### src/design/ptt_pkg.sv
// ptt_pkg: shared constants and codes for the priority task table
// no dependencies; imported by priority_task_table
`default_nettype none

package ptt_pkg;

   localparam int TABLE_DEPTH_DEFAULT = 16;

   localparam int ID_W    = 16;
   localparam int PRIO_W  = 8;
   localparam int ENTRY_W = ID_W + PRIO_W;
   localparam int COUNT_W = 5;

   typedef enum logic [1:0] {
      FUNC_APPEND     = 2'd0,
      FUNC_REMOVE_ID  = 2'd1,
      FUNC_REMOVE_TOP = 2'd2,
      FUNC_LOOKUP     = 2'd3
   } func_type;

   typedef enum logic [1:0] {
      ST_OK        = 2'd0,
      ST_NOT_FOUND = 2'd1,
      ST_FULL      = 2'd2,
      ST_EMPTY     = 2'd3
   } status_type;

endpackage

`default_nettype wire

### src/design/ptt_ram.sv
// ptt_ram: generic single write, single read RAM with registered read data
// standalone; used by priority_task_table for the entry store
`default_nettype none

module ptt_ram #(
   parameter int WIDTH = 24,
   parameter int DEPTH = 16
) (
   input  wire logic                     clock,
   input  wire logic                     wr_en,
   input  wire logic [$clog2(DEPTH)-1:0] wr_addr,
   input  wire logic [WIDTH-1:0]         wr_data,
   input  wire logic [$clog2(DEPTH)-1:0] rd_addr,
   output logic      [WIDTH-1:0]         rd_data
);

   logic [WIDTH-1:0] mem_ff [DEPTH];
   logic [WIDTH-1:0] rd_data_ff;

   always_ff @(posedge clock) begin
      if (wr_en) begin
         mem_ff[wr_addr] <= wr_data;
      end
      rd_data_ff <= mem_ff[rd_addr];
   end

   assign rd_data = rd_data_ff;

endmodule

`default_nettype wire

### src/design/priority_task_table.sv
// priority_task_table: insertion-ordered task table with append, remove by id,
// remove highest priority and lookup; depends on ptt_pkg and ptt_ram
//
//   channel  direction  ports                                        handshake
//   req      in         req_func req_task_id req_task_priority       req_valid/req_ready
//   rsp      out        rsp_status rsp_result_id rsp_result_priority rsp_valid/rsp_ready
//                       rsp_entry_count
//
// append and any request on an empty table are settled in the start state
// without a scan; lookup and both removals scan the held entries in order, and
// a removal then moves each entry above the removed slot down by one. the
// single ram read port sets the scan and the compaction at one entry per cycle.
// reset clears the count, the sequencer and the response valid flag; the entry
// ram is not cleared. a request is taken only while the sequencer is idle; a
// finished result waits in its register while the next request is accepted.
`default_nettype none

module priority_task_table
   import ptt_pkg::*;
#(
   parameter int TABLE_DEPTH = TABLE_DEPTH_DEFAULT
) (
   input  wire logic                clock,
   input  wire logic                reset,
   input  wire logic                req_valid,
   output logic                     req_ready,
   input  wire logic [1:0]          req_func,
   input  wire logic [ID_W-1:0]     req_task_id,
   input  wire logic [PRIO_W-1:0]   req_task_priority,
   output logic                     rsp_valid,
   input  wire logic                rsp_ready,
   output logic [1:0]               rsp_status,
   output logic [ID_W-1:0]          rsp_result_id,
   output logic [PRIO_W-1:0]        rsp_result_priority,
   output logic [COUNT_W-1:0]       rsp_entry_count
);

   localparam int AW = $clog2(TABLE_DEPTH);
   localparam int CW = $clog2(TABLE_DEPTH + 1);

   typedef enum logic [4:0] {
      S_IDLE   = 5'b00001,
      S_START  = 5'b00010,
      S_SCAN   = 5'b00100,
      S_SHIFT  = 5'b01000,
      S_FINISH = 5'b10000
   } state_type;

   state_type         state_ff, state_in;
   func_type          func_ff, func_in;
   logic [ID_W-1:0]   id_ff, id_in;
   logic [PRIO_W-1:0] prio_ff, prio_in;
   logic [CW-1:0]     count_ff, count_in;
   logic [CW-1:0]     issue_ff, issue_in;
   logic              pend_ff, pend_in;
   logic [CW-1:0]     pend_idx_ff, pend_idx_in;
   logic [PRIO_W-1:0] best_prio_ff, best_prio_in;
   logic [ID_W-1:0]   best_id_ff, best_id_in;
   logic [CW-1:0]     best_pos_ff, best_pos_in;
   status_type        res_status_ff, res_status_in;
   logic [ID_W-1:0]   res_id_ff, res_id_in;
   logic [PRIO_W-1:0] res_prio_ff, res_prio_in;

   logic               rsp_valid_ff, rsp_valid_in;
   status_type         rsp_status_ff, rsp_status_in;
   logic [ID_W-1:0]    rsp_id_ff, rsp_id_in;
   logic [PRIO_W-1:0]  rsp_prio_ff, rsp_prio_in;
   logic [COUNT_W-1:0] rsp_count_ff, rsp_count_in;

   logic               wr_en;
   logic [AW-1:0]      wr_addr;
   logic [ENTRY_W-1:0] wr_data;
   logic [AW-1:0]      rd_addr;
   logic [ENTRY_W-1:0] rd_data;
   logic [ID_W-1:0]    rd_id;
   logic [PRIO_W-1:0]  rd_prio;

   logic               issue_more;
   logic               last_entry;
   logic               take_new;
   logic [PRIO_W-1:0]  sel_prio;
   logic [ID_W-1:0]    sel_id;
   logic [CW-1:0]      sel_pos;
   logic [CW-1:0]      shift_wr_idx;
   logic [CW+COUNT_W-1:0] count_ext;

   ptt_ram #(
      .WIDTH (ENTRY_W),
      .DEPTH (TABLE_DEPTH)
   ) u_ram (
      .clock   (clock),
      .wr_en   (wr_en),
      .wr_addr (wr_addr),
      .wr_data (wr_data),
      .rd_addr (rd_addr),
      .rd_data (rd_data)
   );

   assign rd_id   = rd_data[ENTRY_W-1:PRIO_W];
   assign rd_prio = rd_data[PRIO_W-1:0];

   assign issue_more   = (issue_ff < count_ff);
   assign last_entry   = ((pend_idx_ff + 1'b1) == count_ff);
   assign take_new     = (pend_idx_ff == '0) || (rd_prio > best_prio_ff);
   assign sel_prio     = take_new ? rd_prio : best_prio_ff;
   assign sel_id       = take_new ? rd_id : best_id_ff;
   assign sel_pos      = take_new ? pend_idx_ff : best_pos_ff;
   assign shift_wr_idx = pend_idx_ff - 1'b1;
   assign count_ext    = {{COUNT_W{1'b0}}, count_ff};
   assign rd_addr      = issue_ff[AW-1:0];

   always_comb begin
      state_in      = state_ff;
      func_in       = func_ff;
      id_in         = id_ff;
      prio_in       = prio_ff;
      count_in      = count_ff;
      issue_in      = issue_ff;
      pend_in       = 1'b0;
      pend_idx_in   = pend_idx_ff;
      best_prio_in  = best_prio_ff;
      best_id_in    = best_id_ff;
      best_pos_in   = best_pos_ff;
      res_status_in = res_status_ff;
      res_id_in     = res_id_ff;
      res_prio_in   = res_prio_ff;
      rsp_valid_in  = rsp_valid_ff & ~rsp_ready;
      rsp_status_in = rsp_status_ff;
      rsp_id_in     = rsp_id_ff;
      rsp_prio_in   = rsp_prio_ff;
      rsp_count_in  = rsp_count_ff;
      wr_en         = 1'b0;
      wr_addr       = count_ff[AW-1:0];
      wr_data       = {id_ff, prio_ff};

      case (state_ff)
         S_IDLE: begin
            if (req_valid) begin
               func_in  = func_type'(req_func);
               id_in    = req_task_id;
               prio_in  = req_task_priority;
               issue_in = '0;
               state_in = S_START;
            end
         end
         S_START: begin
            if (func_ff == FUNC_APPEND) begin
               res_id_in   = id_ff;
               res_prio_in = prio_ff;
               if (count_ff < CW'(TABLE_DEPTH)) begin
                  wr_en         = 1'b1;
                  count_in      = count_ff + 1'b1;
                  res_status_in = ST_OK;
               end else begin
                  res_status_in = ST_FULL;
               end
               state_in = S_FINISH;
            end else if (count_ff == '0) begin
               res_status_in = ST_EMPTY;
               res_id_in     = '0;
               res_prio_in   = '0;
               state_in      = S_FINISH;
            end else begin
               state_in = S_SCAN;
            end
         end
         S_SCAN: begin
            // reads run one ahead of the compare on the returned entry
            if (issue_more) begin
               issue_in    = issue_ff + 1'b1;
               pend_in     = 1'b1;
               pend_idx_in = issue_ff;
            end
            if (pend_ff) begin
               if (func_ff == FUNC_REMOVE_TOP) begin
                  best_prio_in = sel_prio;
                  best_id_in   = sel_id;
                  best_pos_in  = sel_pos;
                  if (last_entry) begin
                     res_status_in = ST_OK;
                     res_id_in     = sel_id;
                     res_prio_in   = sel_prio;
                     issue_in      = sel_pos + 1'b1;
                     pend_in       = 1'b0;
                     state_in      = S_SHIFT;
                  end
               end else if (rd_id == id_ff) begin
                  res_status_in = ST_OK;
                  res_id_in     = id_ff;
                  res_prio_in   = rd_prio;
                  pend_in       = 1'b0;
                  if (func_ff == FUNC_LOOKUP) begin
                     state_in = S_FINISH;
                  end else begin
                     issue_in = pend_idx_ff + 1'b1;
                     state_in = S_SHIFT;
                  end
               end else if (last_entry) begin
                  res_status_in = ST_NOT_FOUND;
                  res_id_in     = id_ff;
                  res_prio_in   = '0;
                  pend_in       = 1'b0;
                  state_in      = S_FINISH;
               end
            end
         end
         S_SHIFT: begin
            // move entry i+1 down to i, one per cycle
            if (issue_more) begin
               issue_in    = issue_ff + 1'b1;
               pend_in     = 1'b1;
               pend_idx_in = issue_ff;
            end
            if (pend_ff) begin
               wr_en   = 1'b1;
               wr_addr = shift_wr_idx[AW-1:0];
               wr_data = rd_data;
            end
            if (!issue_more && !pend_ff) begin
               count_in = count_ff - 1'b1;
               state_in = S_FINISH;
            end
         end
         S_FINISH: begin
            if (!rsp_valid_ff || rsp_ready) begin
               rsp_valid_in  = 1'b1;
               rsp_status_in = res_status_ff;
               rsp_id_in     = res_id_ff;
               rsp_prio_in   = res_prio_ff;
               rsp_count_in  = count_ext[COUNT_W-1:0];
               state_in      = S_IDLE;
            end
         end
         default: begin
            state_in = S_IDLE;
         end
      endcase
   end

   always_ff @(posedge clock) begin
      if (reset) begin
         state_ff     <= S_IDLE;
         count_ff     <= '0;
         pend_ff      <= 1'b0;
         rsp_valid_ff <= 1'b0;
      end else begin
         state_ff     <= state_in;
         count_ff     <= count_in;
         pend_ff      <= pend_in;
         rsp_valid_ff <= rsp_valid_in;
      end
   end

   always_ff @(posedge clock) begin
      func_ff       <= func_in;
      id_ff         <= id_in;
      prio_ff       <= prio_in;
      issue_ff      <= issue_in;
      pend_idx_ff   <= pend_idx_in;
      best_prio_ff  <= best_prio_in;
      best_id_ff    <= best_id_in;
      best_pos_ff   <= best_pos_in;
      res_status_ff <= res_status_in;
      res_id_ff     <= res_id_in;
      res_prio_ff   <= res_prio_in;
      rsp_status_ff <= rsp_status_in;
      rsp_id_ff     <= rsp_id_in;
      rsp_prio_ff   <= rsp_prio_in;
      rsp_count_ff  <= rsp_count_in;
   end

   assign req_ready           = (state_ff == S_IDLE);
   assign rsp_valid           = rsp_valid_ff;
   assign rsp_status          = rsp_status_ff;
   assign rsp_result_id       = rsp_id_ff;
   assign rsp_result_priority = rsp_prio_ff;
   assign rsp_entry_count     = rsp_count_ff;

`ifndef SYNTH
   a_count_bound: assert property (@(posedge clock) disable iff (reset)
      count_ff <= CW'(TABLE_DEPTH))
      else $error("entry count above table depth");

   a_count_change: assert property (@(posedge clock) disable iff (reset)
      (!$past(reset) && !$stable(count_ff)) |->
         ($past(state_ff) == S_START || $past(state_ff) == S_SHIFT))
      else $error("entry count changed outside append or compaction");

   a_rsp_from_finish: assert property (@(posedge clock) disable iff (reset)
      (!$past(reset) && $rose(rsp_valid_ff)) |-> ($past(state_ff) == S_FINISH))
      else $error("response raised without a finished request");

   a_shift_write: assert property (@(posedge clock) disable iff (reset)
      (state_ff == S_SHIFT && pend_ff) |-> (pend_idx_ff != '0 && pend_idx_ff < count_ff))
      else $error("compaction write outside held entries");
`endif

endmodule

`default_nettype wire
### config.mk
export PLATFORM = sky130hd
export DESIGN_NAME = priority_task_table
export DESIGN_NICKNAME = d
export VERILOG_FILES = /design/src/design/ptt_pkg.sv /design/src/design/ptt_ram.sv /design/src/design/priority_task_table.sv
export SDC_FILE = /design/constraint.sdc
export NUM_CORES = 1
export LEC_CHECK = 0
export ABC_CLOCK_PERIOD_IN_PS = 7250
export BUFFER_PORTS_ARGS = -buffer_cell sky130_fd_sc_hd__buf_2
export CAP_MARGIN = 10
export CORE_UTILIZATION = 40
export CTS_CLUSTER_DIAMETER = 100
export DETAILED_ROUTE_END_ITERATION = 7
export HOLD_SLACK_MARGIN = 0.06
export SLEW_MARGIN = 5
export SYNTH_ARGS = -nofsm -noshare
export SYNTH_HDL_FRONTEND = slang
export SYNTH_SLANG_ARGS = --single-unit
### constraint.sdc
create_clock -name clock -period 7.25 [get_ports clock]
set_clock_uncertainty 0.2 [all_clocks]
set_input_delay 0 -clock clock [delete_from_list [all_inputs] [get_ports clock]]
set_output_delay 0 -clock clock [all_outputs]
set_load 0.005 [all_outputs]
==> run summary <==
Status = finished, final reports clean
Share of the synthesized area in the top cell type = 69.2%
CP Capture Type = register
Placed Area = 23,200 sq um
WP data arrival = 4.27 ns
PwrDens = 278 nW/um^2
# setup viols final = 0
Post-Synth Simple-Gate Area = 5.26%
#FFs+latches synth = 542
Number of clock sinks = 542
Tmin final = 4.15 ns
Leak pwr = 8.48 nW
Buffers plus inverters on the worst setup path = 2
First-pass GRT wire length = 73,800 um
CTS buffer count = 56
Post-CTS setup buffer count = 0
Root Buffer = clkbuf_16
Fraction of layout cells with a size suffix above 1 = 24.9%
Crit-path cells = inv_1 > ha_1 > nand4_1 > nor2_2 > nor2b_1 > buf_4 > nor3_4 > o21ai_0 > ha_1 > nand3_1 > xor2_1 > nor4_1 > a211oi_1 > o211ai_1
H-Tree Depth = 2
Required time of the worst setup path = 7.38 ns
Final period util = 57.2%
Logic pwr share = 9.6%
Residual DRC = 0
Synth Area in XOR/XNOR = 1.51%
Switching Power = 1.63 mW
Peak supply drop = 198 uV
WS Path Type = reg2reg
Largest area contributor in the netlist = edfxtp_1
# resized after CTS = 0
Synthesized cell area = 22,000 sq um
Post-route ant nets = 0
Total track usage = 17.7%
Multi-input combinational cell area = 5780 sq um
Startpoint types = register
Worst path max stage delay = 0.92 ns
FF/Latch Area = 15,900 sq um
Syn_area_per_cell = 18.5 sq um
Post-Synth Adder-Cell Area = 1.23%
Worst-path fanout max = 18
Fin. max-slew vios = 0
Vias in the first global route = 11,749
Fraction of registers with async set or reset after synthesis = 0%
TNS Setup = 0 ns
Post-synth cell types = 71
Slew @ Worst Pin = 1.13 ns
Compound-Gate Fraction of Synth Area = 4.54%
Internal = 5.50 mW
Avg WL per Cell = 23.6 um
Sequential-to-total area share from yosys stat = 72.4%
Most frequent CP cell = ha_1
Syn_nets = 1,236
Sequential share of power = 50.1%
RSZ-0062 raised after global routing = false
CTS tree = built
# IOs = 63
Slew Limit Headroom = 24.7%
Clk slew on worst S/H paths = 0.06 ns
Pre-CTS setup slack = 3.13 ns
GPL Wtd Cong = 0.862
Critical Path Slowest Stage Cell = nor3_4
Synth Flop Type = edfxtp_1
Final wirelength = 49,000 um
Port Buffers = 62
Min setup slack post-route = 3.10 ns
Fmax = 241 MHz
Mux contribution to synthesized area = 13.4%
Post-route cell area = 25,600 sq um
Cells after Synth = 1,185
Final Hold Viols = 0
Final HPWL DP = 29,600 um
Diode count = 0
EDFF count, synth = 506
Most area-consuming cells after synthesis = edfxtp_1, mux4_2, dfxtp_1
FILL cells = 4,481
Final nets = 1,384
Hold Crit Class = in2reg
TritonRoute pass-1 iters = 5
DIE WIDTH = 236 um
Full die area = 55,900 sq um
Switch share = 22.9%
Gr ovfl total = 0
Largest net degree at the start of global routing = 106
Clk buf depth = 3
Clock Power Share = 40.3%
Yosys warning total = 0
Num rows = 85
Iteration-0 DRC Markers = 1,085
Largest delay contributor family on the critical path = simple AND/OR/NAND/NOR gates
Core Footprint = 54,000 sq um
Via Count = 11,569
Combinational family with the most area after synthesis = multiplexers
Vias per std cell = 5.57
Worst-Skew Late Latency = 0.63 ns
Area grow syn2layout = 16.7%
Initial antenna violation count = 3
Max_cap viols = 0
Die Y = 236 um
Initial cell density of the core = 40.7%
==> area by class of cell <==
| class | instances | area share [%] |
|---|---|---|
| multi-input cells | 561 | 22.5 |
| clock buffers | 83 | 6.25 |
| well taps | 696 | 3.40 |
| clock inverters | 22 | 0.976 |
| repair buffers | 152 | 4.45 |
| inverters | 20 | 0.293 |
| flip-flops and latches | 542 | 62.1 |
==> Yosys cell counts (15+ instances only) <==
cell type and n:
a21oi_1 34, a32o_1 16, buf_2 17, clkbuf_1 38, dfxtp_1 36, edfxtp_1 506
ha_1 20, inv_1 20, mux4_2 120, nand2_1 104, nand4_1 15, nor2_1 25
xnor2_1 15, xor2_1 23
==> metal layers <==
metal | GRT usage, % | part of all wire [%]
met4 | 5.86 | 2.5
met3 | 3.28 | 6.3
met2 | 26.7 | 45
met1 | 25.9 | 46
met5 | 0 | 0
==> cell families (layout without fill, tap and decap cells) <==
logic type | Yosys count | after routing
xor gates and xnor gates | 38 | 38
adders and majority gates | 21 | 21
and+or+nand+nor | 224 | 224
AOI/OAI and AO/OA | 139 | 139
DFF | 542 | 542
muxes | 139 | 139
buffers and inverters | 82 | 277
==> cell usage in the layout (no fill, tap or decap), types with 9 or more instances in the layout <==
master	instances
a32o_1	16
clkbuf_8	10
dfxtp_1	36
a31oi_1	9
clkbuf_1	17
nand4_1	15
mux4_2	120
inv_1	20
a21oi_1	34
o211ai_1	11
nand3_1	10
buf_4	32
o21ai_0	12
edfxtp_1	506
mux2_2	9
dlygate4sd3_1	57
xnor2_1	15
buf_2	62
xor2_1	23
ha_1	20
nand2_1	104
nor2_1	22
a21o_1	13
clkbuf_16	56
==> worst reg2reg max path: stages (launching register included) <==
cell      delay, ns
edfxtp_1       0.35
inv_1          0.05
ha_1           0.31
nand4_1        0.23
nor2_2         0.24
nor2b_1        0.07
buf_4          0.18
nor3_4         0.92
o21ai_0        0.26
ha_1           0.31
nand3_1        0.11
xor2_1         0.16
nor4_1         0.06
a211oi_1       0.29
o211ai_1       0.14
==> power by group through the flow <==
stage	sequential (mW)	combinational, mW	clock [mW]
after global placement	3.63	0.657	0
after global routing	3.58	0.741	3.05
after detailed placement	3.63	0.663	0
after floorplan	3.61	0.485	0
final	3.57	0.684	2.88
after CTS	3.57	0.688	2.94
==> sequential cells by signal, indices dropped and copies added (netlist names), 8 cells and up <==
name and flops:
rsp_result_id 16, best_prio_ff 8, rsp_result_priority 8, best_id_ff 16, prio_ff 8, u_ram.rd_data 24
id_ff 16, res_prio_ff 8, u_ram.mem_ff 384, res_id_ff 16
==> repair_timing <==
action                     4_1_cts  5_1_grt
hold buffers                    57        0
hold endpoints to repair       100        0
setup endpoints to repair        0        0
==> through the flow <==
stage                     util, %  hold slack [ns]  instances  total power [mW]
after global placement       43.0          -0.0206       1914              4.29
final                        47.4            0.108       2076              7.13
after CTS                    47.4           0.0603       2076              7.20
after floorplan                 -           -0.101       1185              4.09
after global routing         47.4            0.134       2076              7.37
after detailed placement     43.0          -0.0219       1914              4.30
==> path summary, 6_finish.rpt <==
path / start / to / slack (ns) / cells after the start
min: req_valid / state_ff[0] / 0.11 / 5
max: best_prio_ff[7] / issue_ff[4] / 3.10 / 14
min reg2reg: res_prio_ff[7] / rsp_result_priority[7] / 0.19 / 0
max reg2reg: best_prio_ff[7] / issue_ff[4] / 3.10 / 14
(Power assumes the default switching activity.)
